$ cat config.mk
export PLATFORM = sky130hd
export DESIGN_NAME = udp_datagram_checker_core
export DESIGN_NICKNAME = d
export VERILOG_FILES = /design/src/design/udc_pkg.sv /design/src/design/udc_final_sum.sv /design/src/design/udp_datagram_checker_core.sv
export SDC_FILE = /design/constraint.sdc
export NUM_CORES = 1
export LEC_CHECK = 0
export ABC_AREA = 1
export BUFFER_PORTS_ARGS = -buffer_cell sky130_fd_sc_hd__buf_2
export CAP_MARGIN = 20
export CORE_UTILIZATION = 30
export DETAILED_ROUTE_END_ITERATION = 12
export PLACE_DENSITY_LB_ADDON = 0.25
export SYNTH_ARGS = -nofsm -noshare
export SYNTH_HDL_FRONTEND = slang
export SYNTH_SLANG_ARGS = --single-unit
$ cat constraint.sdc
create_clock -name clk -period 6.85 [get_ports clk]
set_input_delay 0.685 -clock clk [delete_from_list [all_inputs] [get_ports clk]]
set_output_delay 0.685 -clock clk [all_outputs]
set_load 0.01 [all_outputs]
$ cat src/design/udc_pkg.sv
package udc_pkg;

  localparam int unsigned HDR_BYTES = 8;
  localparam int unsigned MAX_PAYLOAD_DEF = 2048;
  localparam logic [15:0] PROTO_WORD = 16'h0011;

  localparam int unsigned CFG_IDX_W = 1;
  localparam int unsigned CFG_DATA_W = 32;

  localparam logic [CFG_IDX_W-1:0] REG_SOURCE_IP = 1'b0;
  localparam logic [CFG_IDX_W-1:0] REG_DEST_IP = 1'b1;

  typedef enum logic [2:0] {
    FMT_OK       = 3'd0,
    FMT_SHORT    = 3'd1,
    FMT_BAD_LEN  = 3'd2,
    FMT_TOO_LONG = 3'd3,
    FMT_MISMATCH = 3'd4
  } fmt_status_t;

  // fold a sum of up to eight 16-bit words into a ones-complement word
  function automatic logic [15:0] oc_fold(input logic [18:0] s);
    logic [16:0] t;
    logic [16:0] u;
    t = {1'b0, s[15:0]} + {14'd0, s[18:16]};
    u = {1'b0, t[15:0]} + {16'd0, t[16]};
    return u[15:0];
  endfunction

endpackage

$ cat src/design/udc_final_sum.sv
module udc_final_sum (
  input  logic [15:0] run_sum,
  input  logic [15:0] last_word,
  input  logic [15:0] ip_sum,
  input  logic [15:0] byte_cnt,
  output logic [15:0] csum
);

  logic [18:0] total;

  assign total = {3'd0, run_sum} + {3'd0, last_word} + {3'd0, ip_sum} + {3'd0, byte_cnt};
  assign csum  = ~udc_pkg::oc_fold(total);

endmodule

$ cat src/design/udp_datagram_checker_core.sv
// a last byte passes through the input register and then the result register, which drives out_valid
// throughput: one byte per cycle; input stalls only while a result waits in the
//   output register and the next registered byte is also a last byte
// config writes land in the IP registers, and the pseudo-header sum register is updated from them
// synchronous active-low reset clears config, datagram state and both valids
module udp_datagram_checker_core #(
  parameter int unsigned MAX_PAYLOAD = udc_pkg::MAX_PAYLOAD_DEF
) (
  input  logic                           clk,
  input  logic                           rst_n,
  input  logic                           cfg_we,
  input  logic [udc_pkg::CFG_IDX_W-1:0]  cfg_index,
  input  logic [udc_pkg::CFG_DATA_W-1:0] cfg_wdata,
  input  logic                           in_valid,
  output logic                           in_ready,
  input  logic [7:0]                     in_data_byte,
  input  logic                           in_last_byte,
  output logic                           out_valid,
  input  logic                           out_ready,
  output logic [15:0]                    out_source_port,
  output logic [15:0]                    out_dest_port,
  output logic [15:0]                    out_length_field,
  output logic [15:0]                    out_checksum_field,
  output logic [15:0]                    out_received_count,
  output logic [15:0]                    out_computed_checksum,
  output logic                           out_checksum_ok,
  output logic [2:0]                     out_format_status
);

  localparam logic [16:0] LEN_LIMIT = 17'(MAX_PAYLOAD + udc_pkg::HDR_BYTES);

  logic [31:0] src_ip_r, dst_ip_r;
  logic [15:0] ip_sum_r;

  logic        in_valid_r;
  logic [7:0]  in_data_r;
  logic        in_last_r;

  logic [15:0] run_sum_r, run_sum_nxt;
  logic [7:0]  hold_r, hold_nxt;
  logic        odd_r, odd_nxt;
  logic [15:0] byte_cnt_r, byte_cnt_nxt;
  logic [15:0] hdr_r [4];
  logic [15:0] hdr_nxt [4];

  logic        process;
  logic [15:0] cur_word;
  logic [16:0] pair_sum;
  logic [15:0] csum;
  logic [15:0] len;
  udc_pkg::fmt_status_t status;

  logic        out_valid_r;
  logic [15:0] out_hdr_r [4];
  logic [15:0] out_cnt_r;
  logic [15:0] out_csum_r;
  udc_pkg::fmt_status_t out_status_r;

  // config registers and pseudo-header partial sum
  always_ff @(posedge clk) begin
    if (!rst_n) begin
      src_ip_r <= '0;
      dst_ip_r <= '0;
      ip_sum_r <= '0;
    end else begin
      if (cfg_we && cfg_index == udc_pkg::REG_SOURCE_IP) begin
        src_ip_r <= cfg_wdata;
      end
      if (cfg_we && cfg_index == udc_pkg::REG_DEST_IP) begin
        dst_ip_r <= cfg_wdata;
      end
      ip_sum_r <= udc_pkg::oc_fold({3'd0, src_ip_r[31:16]} + {3'd0, src_ip_r[15:0]}
                                   + {3'd0, dst_ip_r[31:16]} + {3'd0, dst_ip_r[15:0]}
                                   + {3'd0, udc_pkg::PROTO_WORD});
    end
  end

  assign process  = in_valid_r && (!in_last_r || !out_valid_r || out_ready);
  assign in_ready = !in_valid_r || process;

  // input register
  always_ff @(posedge clk) begin
    if (!rst_n) begin
      in_valid_r <= 1'b0;
    end else if (in_ready) begin
      in_valid_r <= in_valid;
    end
  end

  always_ff @(posedge clk) begin
    if (in_ready) begin
      in_data_r <= in_data_byte;
      in_last_r <= in_last_byte;
    end
  end

  // per-byte update
  assign cur_word = odd_r ? {hold_r, in_data_r} : {in_data_r, 8'h00};
  assign pair_sum = {1'b0, run_sum_r} + {1'b0, cur_word};

  always_comb begin
    run_sum_nxt  = odd_r ? (pair_sum[15:0] + {15'd0, pair_sum[16]}) : run_sum_r;
    hold_nxt     = odd_r ? hold_r : in_data_r;
    odd_nxt      = !odd_r;
    byte_cnt_nxt = (&byte_cnt_r) ? byte_cnt_r : byte_cnt_r + 16'd1;
    for (int i = 0; i < 4; i++) begin
      hdr_nxt[i] = hdr_r[i];
    end
    if (byte_cnt_r[15:3] == '0) begin
      if (!byte_cnt_r[0]) begin
        hdr_nxt[byte_cnt_r[2:1]] = {in_data_r, 8'h00};
      end else begin
        hdr_nxt[byte_cnt_r[2:1]] = {hdr_r[byte_cnt_r[2:1]][15:8], in_data_r};
      end
    end
  end

  udc_final_sum u_final_sum (
    .run_sum   (run_sum_r),
    .last_word (cur_word),
    .ip_sum    (ip_sum_r),
    .byte_cnt  (byte_cnt_nxt),
    .csum      (csum)
  );

  assign len = hdr_nxt[2];

  always_comb begin
    if (byte_cnt_nxt[15:3] == '0) begin
      status = udc_pkg::FMT_SHORT;
    end else if (len[15:3] == '0) begin
      status = udc_pkg::FMT_BAD_LEN;
    end else if ({1'b0, len} > LEN_LIMIT) begin
      status = udc_pkg::FMT_TOO_LONG;
    end else if (len != byte_cnt_nxt) begin
      status = udc_pkg::FMT_MISMATCH;
    end else begin
      status = udc_pkg::FMT_OK;
    end
  end

  // datagram state
  always_ff @(posedge clk) begin
    if (!rst_n) begin
      run_sum_r  <= '0;
      hold_r     <= '0;
      odd_r      <= 1'b0;
      byte_cnt_r <= '0;
      for (int i = 0; i < 4; i++) begin
        hdr_r[i] <= '0;
      end
    end else if (process) begin
      if (in_last_r) begin
        run_sum_r  <= '0;
        hold_r     <= '0;
        odd_r      <= 1'b0;
        byte_cnt_r <= '0;
        for (int i = 0; i < 4; i++) begin
          hdr_r[i] <= '0;
        end
      end else begin
        run_sum_r  <= run_sum_nxt;
        hold_r     <= hold_nxt;
        odd_r      <= odd_nxt;
        byte_cnt_r <= byte_cnt_nxt;
        for (int i = 0; i < 4; i++) begin
          hdr_r[i] <= hdr_nxt[i];
        end
      end
    end
  end

  // result register
  always_ff @(posedge clk) begin
    if (!rst_n) begin
      out_valid_r <= 1'b0;
    end else if (process && in_last_r) begin
      out_valid_r <= 1'b1;
    end else if (out_ready) begin
      out_valid_r <= 1'b0;
    end
  end

  always_ff @(posedge clk) begin
    if (process && in_last_r) begin
      for (int i = 0; i < 4; i++) begin
        out_hdr_r[i] <= hdr_nxt[i];
      end
      out_cnt_r    <= byte_cnt_nxt;
      out_csum_r   <= csum;
      out_status_r <= status;
    end
  end

  assign out_valid             = out_valid_r;
  assign out_source_port       = out_hdr_r[0];
  assign out_dest_port         = out_hdr_r[1];
  assign out_length_field      = out_hdr_r[2];
  assign out_checksum_field    = out_hdr_r[3];
  assign out_received_count    = out_cnt_r;
  assign out_computed_checksum = out_csum_r;
  assign out_checksum_ok       = (out_csum_r == 16'd0);
  assign out_format_status     = out_status_r;

  // input side stalls only behind a waiting result
  a_stall_cause: assert property (@(posedge clk) disable iff (!rst_n)
    !in_ready |-> (in_valid_r && in_last_r && out_valid_r && !out_ready))
    else $error("input stalled without a waiting result");

  // state is cleared after a last byte
  a_clear_after_last: assert property (@(posedge clk) disable iff (!rst_n)
    (process && in_last_r) |=> (byte_cnt_r == 16'd0 && !odd_r && run_sum_r == 16'd0))
    else $error("datagram state not cleared");

  // ok status means the length field matches the count
  a_ok_len: assert property (@(posedge clk) disable iff (!rst_n)
    (out_valid_r && out_status_r == udc_pkg::FMT_OK) |-> (out_hdr_r[2] == out_cnt_r))
    else $error("ok status with length mismatch");

  // pseudo-header always contributes a nonzero word, so the sum never folds to zero
  a_sum_nonzero: assert property (@(posedge clk) disable iff (!rst_n)
    (out_valid_r && out_cnt_r != 16'd0) |-> (out_csum_r != 16'hFFFF))
    else $error("folded sum is zero");

endmodule
==> flow_metrics.env, run 1 <==
export IMPL_htree_levels=2
export IMPL_placed_area_sq_um=20630
export IMPL_max_vdd_ir_drop_mv=0.1906
export IMPL_finalHoldViolations=0
export IMPL_finalCritPeriodShare_pct=96.38
export IMPL_synth_largest_area_cell="edfxtp_1"
export IMPL_finalSetupTns_ns=0
export IMPL_die_w_um=250.3
export IMPL_drive_gt1_share_pct=21.06
export IMPL_regArea_sq_um=7513
export IMPL_async_flop_share_pct=0
export IMPL_setup_violations=0
export IMPL_hold_buffers=0
export IMPL_fin_cells=3450
export IMPL_synthAdderAreaFrac_pct=10.86
export IMPL_ys_flop_type="edfxtp_1"
export IMPL_rsz0062_at_grt="yes"
export IMPL_fin_nets=2818
export IMPL_start_util_pct=30.53
export IMPL_remaining_drc_errors=0
export IMPL_status="complete, no violations"
export IMPL_synth_area_top_cells="edfxtp_1, dfxtp_1, nand2_1"
export IMPL_maxCapViolations=0
export IMPL_cpPeakStageDelay_ns=0.48
export IMPL_p_per_area_nw_per_um2=253.2
export IMPL_syn_nets=2587
export IMPL_grt_pass1_wl_mm=82.37
export IMPL_hpwl_mm=40.90
export IMPL_first_pass_iters=7
export IMPL_clockRootBuffer="clkbuf_16"
export IMPL_met1_usage_pct=22.10
export IMPL_cts_buffers=35
export IMPL_die_y_um=250.3
export IMPL_synth_compound_area_share_pct=10.67
export IMPL_fin_hold_ws_ns=0.3175
export IMPL_yosysSeqAreaShare_pct=40.59
export IMPL_synthMostInstantiatedCell="nand2_1"
export IMPL_top_usage_layer="met2"
export IMPL_ys_top_cells_by_count="nand2_1, inv_1, nor2_1"
export IMPL_die_area_sq_um=62650
export IMPL_gp_congestion=0.8833
export IMPL_yosysTopAreaCellShare_pct=25.33
export IMPL_max_freq_ghz=0.1515
export IMPL_synthXorXnorAreaFrac_pct=1.563
export IMPL_routedWlPerCell_um=15.39
export IMPL_rows=90
export IMPL_endpoint_kind="flop"
export IMPL_cts_buffer_depth=3
export IMPL_syn_to_final_growth_pct=21.60
export IMPL_synthCells=2410
export IMPL_worst_pin_slew_ns=1.039
export IMPL_clk_pin_slew_ns=0.06
export IMPL_cts_tree="done"
export IMPL_synth_edf_count=156
export IMPL_antennaDiodeCount=0
export IMPL_port_buffers=148
export IMPL_postRouteAntennaNets=0
export IMPL_worst_hold_path_type="in -> reg"
export IMPL_yosysWarnings=0
export IMPL_arrival_ns=6.90
export IMPL_first_iter_violations=982
export IMPL_fillers=6344
export IMPL_ios=149
export IMPL_p_leak_nw=10.41
export IMPL_startpoint_type="flop"
export IMPL_grtUsageMet2_pct=27.27
export IMPL_postSynthAreaPerCell_sq_um=7.675
export IMPL_multi_input_area_sq_um=9858
export IMPL_critical_path_required_ns=7.15
export IMPL_synth_seq_cells=297
export IMPL_stdcell_area_sq_um=22490
export IMPL_slew_viol_final=0
export IMPL_min_period_ns=6.602
export IMPL_synth_top_family_by_area="simple AND/OR/NAND/NOR gates"
export IMPL_vias=16273
export IMPL_clk_latency_ns=0.56
export IMPL_antenna_found_initial=0
export IMPL_synth_mux_area_share_pct=0
export IMPL_syn_cell_area_sq_um=18500
export IMPL_synthDistinctLibCells=47
export IMPL_crit_type="reg -> reg"
export IMPL_core_sq_um=60580
export IMPL_track_usage_pct=16.44
export IMPL_met3_usage_pct=2.390
export IMPL_dp_cells=3368
export IMPL_crit_slowest_cell="fa_1"
export IMPL_cts_sinks=297
export IMPL_synth_simple_gate_area_share_pct=27.07
export IMPL_viasPerCell=4.717
export IMPL_max_slew_margin_pct=30.69
export IMPL_fin_util_pct=37.13
export IMPL_grt_remaining_overflow=0
export IMPL_final_setup_skew_ns=0.02513
export IMPL_grt_start_max_net_pins=93
export IMPL_wirelength_mm=53.08
export IMPL_crit_fanout=6
export IMPL_grt_pass1_vias=15505
==> logic make-up after synthesis <==
logic type,count (synthesis)
buffers and inverters,446
AO/OA/AOI/OAI,366
flip-flops,297
AND/OR/NAND/NOR,1141
adder cells (fa/ha/maj),130
XOR/XNOR,30
==> per-layer routing <==
| metal | vias up | wire, um |
|---|---|---|
| met5 | - | 0 |
| met4 | 0 | 1296 |
| met3 | 77 | 2453 |
| met2 | 374 | 24930 |
| met1 | 7571 | 24410 |
| li1 | 8251 | - |
==> worst max-delay path: cells and delay by family, from the launching register on <==
family | cells | cell delay (ns)
simple gates | 23 | 2.28
fa+ha+maj | 7 | 1.94
compound gates | 7 | 1.04
flops | 1 | 0.37
xor+xnor | 2 | 0.36
buf+inv | 5 | 0.35
==> registers in the layout, summed over array words and instances (netlist names), 32 cells and up, named ones only <==
register	cells
dst_ip_r	32
src_ip_r	32
hdr_r	64
out_hdr_r	64
==> repair_timing <==
action	4_1_cts	5_1_grt
setup endpoints to repair	0	18
resized for setup	0	158
buffers inserted	0	15
==> path summary, 6_finish.rpt <==
check | start | to | slack, ns | cells after the start
setup reg to reg | odd_r | out_computed_checksum[12] | 0.25 | 44
setup / recovery | odd_r | out_computed_checksum[12] | 0.25 | 44
hold reg to reg | src_ip_r[0] | src_ip_r[0] | 0.47 | 2
hold / removal | in_data_byte[7] | in_data_r[7] | 0.32 | 1
==> report_power, final <==
part / switching, mW / internal (mW)
clock: 0.783 / 1.03
combinational: 1.18 / 0.639
sequential: 0.0650 / 2.00
==> through the flow <==
stage / power [mW] / worst slack, ns
3_3_place_gp: 3.770 / 0.1392
3_5_place_dp: 3.791 / 0.07313
4_1_cts: 5.631 / 0.03224
5_1_grt: 6.057 / -0.3113
6_report: 5.696 / 0.2482
2_1_floorplan: 3.283 / 0.2892
==> cell usage in the layout, fill, tap and decap left out, types with 11 or more instances in the layout <==
cell,n
a211oi_1,29
a21oi_1,140
a21oi_2,15
buf_2,148
buf_4,103
clkbuf_16,37
clkinv_1,11
dfxtp_1,138
edfxtp_1,156
fa_1,48
ha_1,59
ha_4,14
inv_1,348
inv_2,32
nand2_1,533
nand2_2,61
nand3_1,133
nand3_2,20
nand4_1,33
nor2_1,239
nor2_2,25
nor2_4,18
nor3_1,16
o21ai_0,123
o21ai_1,19
o22ai_1,19
or2_2,34
xor2_1,19
==> layout make-up <==
class                      count  area share (%)
sequential                   297           33.41
inverter                     386           6.453
timing repair buffer         254           7.043
clock buffer                  43           4.028
tap                          782           4.350
clock inverter                21          0.8901
multi-input combinational   1667           43.83
Power figures use the tool's default switching activity.
==> inputs of run 2 (changes only) <==
BUFFER_PORTS_ARGS = unset   (was -buffer_cell sky130_fd_sc_hd__buf_2)
DONT_BUFFER_PORTS = 1   (was unset)
==> flow_metrics.env, run 2 (same netlist as run 1, synthesis figures left out) <==
export IMPL_cts_tree="done"
export IMPL_cpPeakStageDelay_ns=0.54
export IMPL_p_per_area_nw_per_um2=261.4
export IMPL_timing_critical_path_mode_cell="nand3_2"
export IMPL_fin_hold_ws_ns=0.2130
export IMPL_viasPerCell=4.787
export IMPL_setup_violations=0
export IMPL_finalCritPeriodShare_pct=98.35
export IMPL_crit_type="reg -> reg"
export IMPL_postRouteAntennaNets=0
export IMPL_min_period_ns=6.737
export IMPL_critical_path_required_ns=7.16
export IMPL_startpoint_type="flop"
export IMPL_remaining_drc_errors=0
export IMPL_hold_buffers=0
export IMPL_rows=90
export IMPL_track_usage_pct=16.32
export IMPL_core_sq_um=60580
export IMPL_die_y_um=250.3
export IMPL_regArea_sq_um=7513
export IMPL_clockRootBuffer="clkbuf_16"
export IMPL_p_leak_nw=9.828
export IMPL_cts_buffers=34
export IMPL_grt_pass1_wl_mm=81.29
export IMPL_vias=15821
export IMPL_clk_latency_ns=0.56
export IMPL_maxCapViolations=0
export IMPL_max_slew_margin_pct=36.96
export IMPL_syn_to_final_growth_pct=17.34
export IMPL_start_util_pct=30.53
export IMPL_slew_viol_final=0
export IMPL_grt_pass1_vias=15064
export IMPL_antennaDiodeCount=0
export IMPL_ios=149
export IMPL_final_setup_skew_ns=0.02005
export IMPL_hpwl_mm=40.13
export IMPL_clk_pin_slew_ns=0.06
export IMPL_largest_registers="hdr_r x64, out_hdr_r x64"
export IMPL_fin_nets=2674
export IMPL_grt_remaining_overflow=0
export IMPL_r2r_slack_ns=0.11
export IMPL_setup_slack_ns=0.1129
export IMPL_wirelength_mm=52.46
export IMPL_drive_gt1_share_pct=16.05
export IMPL_cts_sinks=297
export IMPL_gp_congestion=0.8924
export IMPL_cts_buffer_depth=3
export IMPL_finalSetupTns_ns=0
export IMPL_finalHoldViolations=0
export IMPL_final_common_cell="nand2_1"
export IMPL_die_area_sq_um=62650
export IMPL_crit_slowest_cell="fa_1"
export IMPL_status="complete, no violations"
export IMPL_pre_cts_ws_ns=-0.02880
export IMPL_port_buffers=0
export IMPL_grt_start_max_net_pins=93
export IMPL_first_iter_violations=895
export IMPL_endpoint_kind="flop"
export IMPL_rsz0062_at_grt="yes"
export IMPL_crit_fanout=5
export IMPL_max_freq_ghz=0.1484
export IMPL_max_vdd_ir_drop_mv=0.1775
export IMPL_fillers=6338
export IMPL_antenna_found_initial=2
export IMPL_multi_input_area_sq_um=9772
export IMPL_routedWlPerCell_um=15.87
export IMPL_worst_hold_path_type="in -> reg"
export IMPL_first_pass_iters=6
export IMPL_die_w_um=250.3
export IMPL_arrival_ns=7.04
export IMPL_htree_levels=2
export IMPL_most_common_layout_cells="nand2_1, inv_1, nor2_1, edfxtp_1, a21oi_1"
export IMPL_finalPower_mw=5.673
export IMPL_worst_pin_slew_ns=0.9357
-- run 2: worst paths after layout --
path / startpoint / to / cells after the start
worst max-delay path: in_data_r[1] / out_computed_checksum[12] / 44
worst min-delay path: in_data_byte[6] / in_data_r[6] / 0
worst max register to register: in_data_r[1] / out_computed_checksum[12] / 44
worst min register to register: src_ip_r[16] / src_ip_r[16] / 2
-- run 2: through the flow --
stage | area [sq um] | instances | util, %
after floorplan | 18500 | 2410 | -
after global placement | 19920 | 3224 | 32.88
after detailed placement | 19920 | 3224 | 32.88
after CTS | 21050 | 3286 | 34.74
after global routing | 21700 | 3305 | 35.83
final | 21700 | 3305 | 35.83
-- run 2: repair_timing --
item | 4_1_cts | 5_1_grt
resized for setup | 1 | 141
endpoints found under the setup margin | 2 | 18
setup buffers | 0 | 16
gates cloned | 0 | 1
pin swaps | 0 | 64
-- run 2: area by class of cell --
class / instances / area share [%]
clock inverters: 14 / 0.8820
clock buffers: 48 / 4.272
flip-flops and latches: 297 / 34.62
multi-input cells: 1667 / 45.02
well taps: 782 / 4.508
inverters: 386 / 6.699
repair buffers: 111 / 4.001
-- run 2: layer usage --
| layer | routed length [um] | track usage, % | vias to the layer above |
|---|---|---|---|
| li1 | - | - | 7960 |
| met1 | 23570 | 21.48 | 7360 |
| met2 | 24630 | 26.99 | 409 |
| met3 | 2975 | 3.180 | 88 |
| met4 | 1265 | 4.785 | 4 |
| met5 | 22 | 0 | - |
-- run 2: worst max-delay path: cells and delay by family (launching register included) --
kind | cells | cell delay (ns)
compound gates | 6 | 0.71
xor+xnor | 2 | 0.35
fa+ha+maj | 7 | 2.03
buf+inv | 5 | 0.39
flops | 1 | 0.46
simple gates | 24 | 2.51
-- run 2: report_power, final --
| part | switching (mW) | leakage (nW) | internal [mW] |
|---|---|---|---|
| clock network | 0.777 | 0.545 | 1.08 |
| registers | 0.0762 | 2.68 | 2.00 |
| logic | 1.13 | 6.60 | 0.612 |
==> inputs of run 3 (changes only) <==
CORE_UTILIZATION = 45   (was 30)
clock period = 7.5 ns   (was 6.85 ns; I/O delays follow)
==> flow_metrics.env, run 3 (same netlist as run 1, synthesis figures left out) <==
export IMPL_status="complete, no violations"
export IMPL_die_area_sq_um=41920
export IMPL_cts_buffer_depth=3
export IMPL_p_per_area_nw_per_um2=247.3
export IMPL_start_util_pct=46.13
export IMPL_rr_endpoint="out_computed_checksum[12]"
export IMPL_crit_type="reg -> reg"
export IMPL_track_usage_pct=23.65
export IMPL_setup_violations=0
export IMPL_grt_start_max_net_pins=93
export IMPL_clk_latency_ns=0.55
export IMPL_core_sq_um=40100
export IMPL_pwr_share_comb_pct=28.8
export IMPL_finalPower_mw=5.093
export IMPL_grt_pass1_vias=14673
export IMPL_drive_gt1_share_pct=11.28
export IMPL_htree_levels=2
export IMPL_remaining_drc_errors=0
export IMPL_gp_congestion=0.9666
export IMPL_cts_buffers=35
export IMPL_crit_fanout=13
export IMPL_grt_remaining_overflow=0
export IMPL_viasPerCell=5.244
export IMPL_wirelength_mm=49.90
export IMPL_r2r_start="odd_r"
export IMPL_endpoint="out_computed_checksum[12]"
export IMPL_first_pass_iters=8
export IMPL_postRouteAntennaNets=0
export IMPL_finalHoldViolations=0
export IMPL_arrival_ns=7.28
export IMPL_grt_pass1_wl_mm=77.63
export IMPL_clk_pin_slew_ns=0.06
export IMPL_clkPwrFrac_pct=33.9
export IMPL_worst_hold_path_type="in -> reg"
export IMPL_crit_slowest_cell="fa_1"
export IMPL_endpoint_kind="flop"
export IMPL_critical_path_required_ns=7.77
export IMPL_cts_tree="done"
export IMPL_ios=149
export IMPL_hpwl_mm=38.46
export IMPL_largest_registers="hdr_r x64, out_hdr_r x64"
export IMPL_finalSetupTns_ns=0
export IMPL_fin_hold_ws_ns=0.2928
export IMPL_finalCritPeriodShare_pct=93.46
export IMPL_vias=15591
export IMPL_max_vdd_ir_drop_mv=0.1896
export IMPL_cpPeakStageDelay_ns=0.48
export IMPL_timing_critical_path_mode_cell="nand2_1"
export IMPL_die_w_um=204.7
export IMPL_routedWlPerCell_um=16.79
export IMPL_maxCapViolations=0
export IMPL_critical_path_startpoint="odd_r"
export IMPL_ff2ff_path_depth=47
export IMPL_switchingPower_mw=1.733
export IMPL_final_setup_skew_ns=0.02589
export IMPL_final_common_cell="nand2_1"
export IMPL_syn_to_final_growth_pct=11.34
export IMPL_worst_pin_slew_ns=1.098
export IMPL_p_int_mw=3.360
export IMPL_antenna_found_initial=4
export IMPL_port_buffers=0
export IMPL_rows=73
export IMPL_fin_nets=2598
export IMPL_p_sw_share_pct=34.02
export IMPL_cts_sinks=297
export IMPL_first_iter_violations=1062
export IMPL_die_y_um=204.7
export IMPL_seq_power_share_pct=37.2
export IMPL_r2r_slack_ns=0.49
export IMPL_p_leak_nw=9.466
export IMPL_min_period_ns=7.009
export IMPL_most_common_layout_cells="nand2_1, inv_1, nor2_1, edfxtp_1, a21oi_1"
export IMPL_fillers=3864
export IMPL_startpoint_type="flop"
export IMPL_slew_viol_final=0
export IMPL_max_freq_ghz=0.1427
export IMPL_max_slew_margin_pct=26.55
export IMPL_clockRootBuffer="clkbuf_16"
-- run 3: final cells by class --
type / instances / area [sq um] / area share, %
diodes: 2 / 5.005 / 0.02430
clock buffers: 44 / 960.9 / 4.666
clock inverters: 18 / 212.7 / 1.033
inverters: 386 / 1451 / 7.048
multi-input cells: 1667 / 9522 / 46.24
flip-flops and latches: 297 / 7508 / 36.46
well taps: 525 / 656.9 / 3.190
repair buffers: 34 / 276.5 / 1.343
-- run 3: how the worst min path moves through the flow --
stage / slack [ns] / from / depth (start not counted) / endpoint
after CTS: 0.26 / in_data_byte[2] / 0 / in_data_r[2]
after global routing: 0.27 / in_data_byte[3] / 0 / in_data_r[3]
after floorplan: 0.43 / src_ip_r[16] / 2 / src_ip_r[16]
after detailed placement: 0.45 / src_ip_r[20] / 2 / src_ip_r[20]
final: 0.29 / in_data_byte[2] / 0 / in_data_r[2]
after global placement: 0.44 / src_ip_r[20] / 2 / src_ip_r[20]
-- run 3: per-stage QoR --
step	cell area [sq um]	cells	utilization [%]	setup slack [ns]
after floorplan	18500	2410	-	0.9392
after global placement	19080	2899	47.58	0.2876
after detailed placement	19080	2899	47.58	0.1845
after CTS	20250	2961	50.50	0.1578
after global routing	20590	2973	51.36	-0.05007
final	20590	2973	51.36	0.4907
-- run 3: critical path, delay by kind of cell, from the launching register on --
kind                       cells  cell delay, ns
adders and majority gates      8            2.12
and+or+nand+nor               27            2.91
AOI/OAI and AO/OA              4            0.47
DFF                            1            0.31
buffers and inverters          6            0.43
xor gates and xnor gates       2            0.51
-- run 3: power groups by stage --
stage	sequential [mW]	combinational, mW	clock [mW]
after global placement	1.93	1.38	0
after CTS	1.90	1.41	1.77
after detailed placement	1.93	1.40	0
final	1.90	1.47	1.73
after global routing	1.90	1.67	1.82
after floorplan	1.90	1.09	0
-- run 3: timing repair --
item,in CTS,in global routing
endpoints found under the hold margin,0,0
setup endpoints to repair,0,16
setup buffers,0,9
hold buffers,0,0
resized for setup,0,71
-- run 3: per-layer routing --
metal	wire [um]	global-route usage, %	share of wire, %
met1	21100	30.20	42
met2	23950	39.59	48
met3	3442	5.075	6.9
met4	1388	7.676	2.8
met5	24	0	0.048
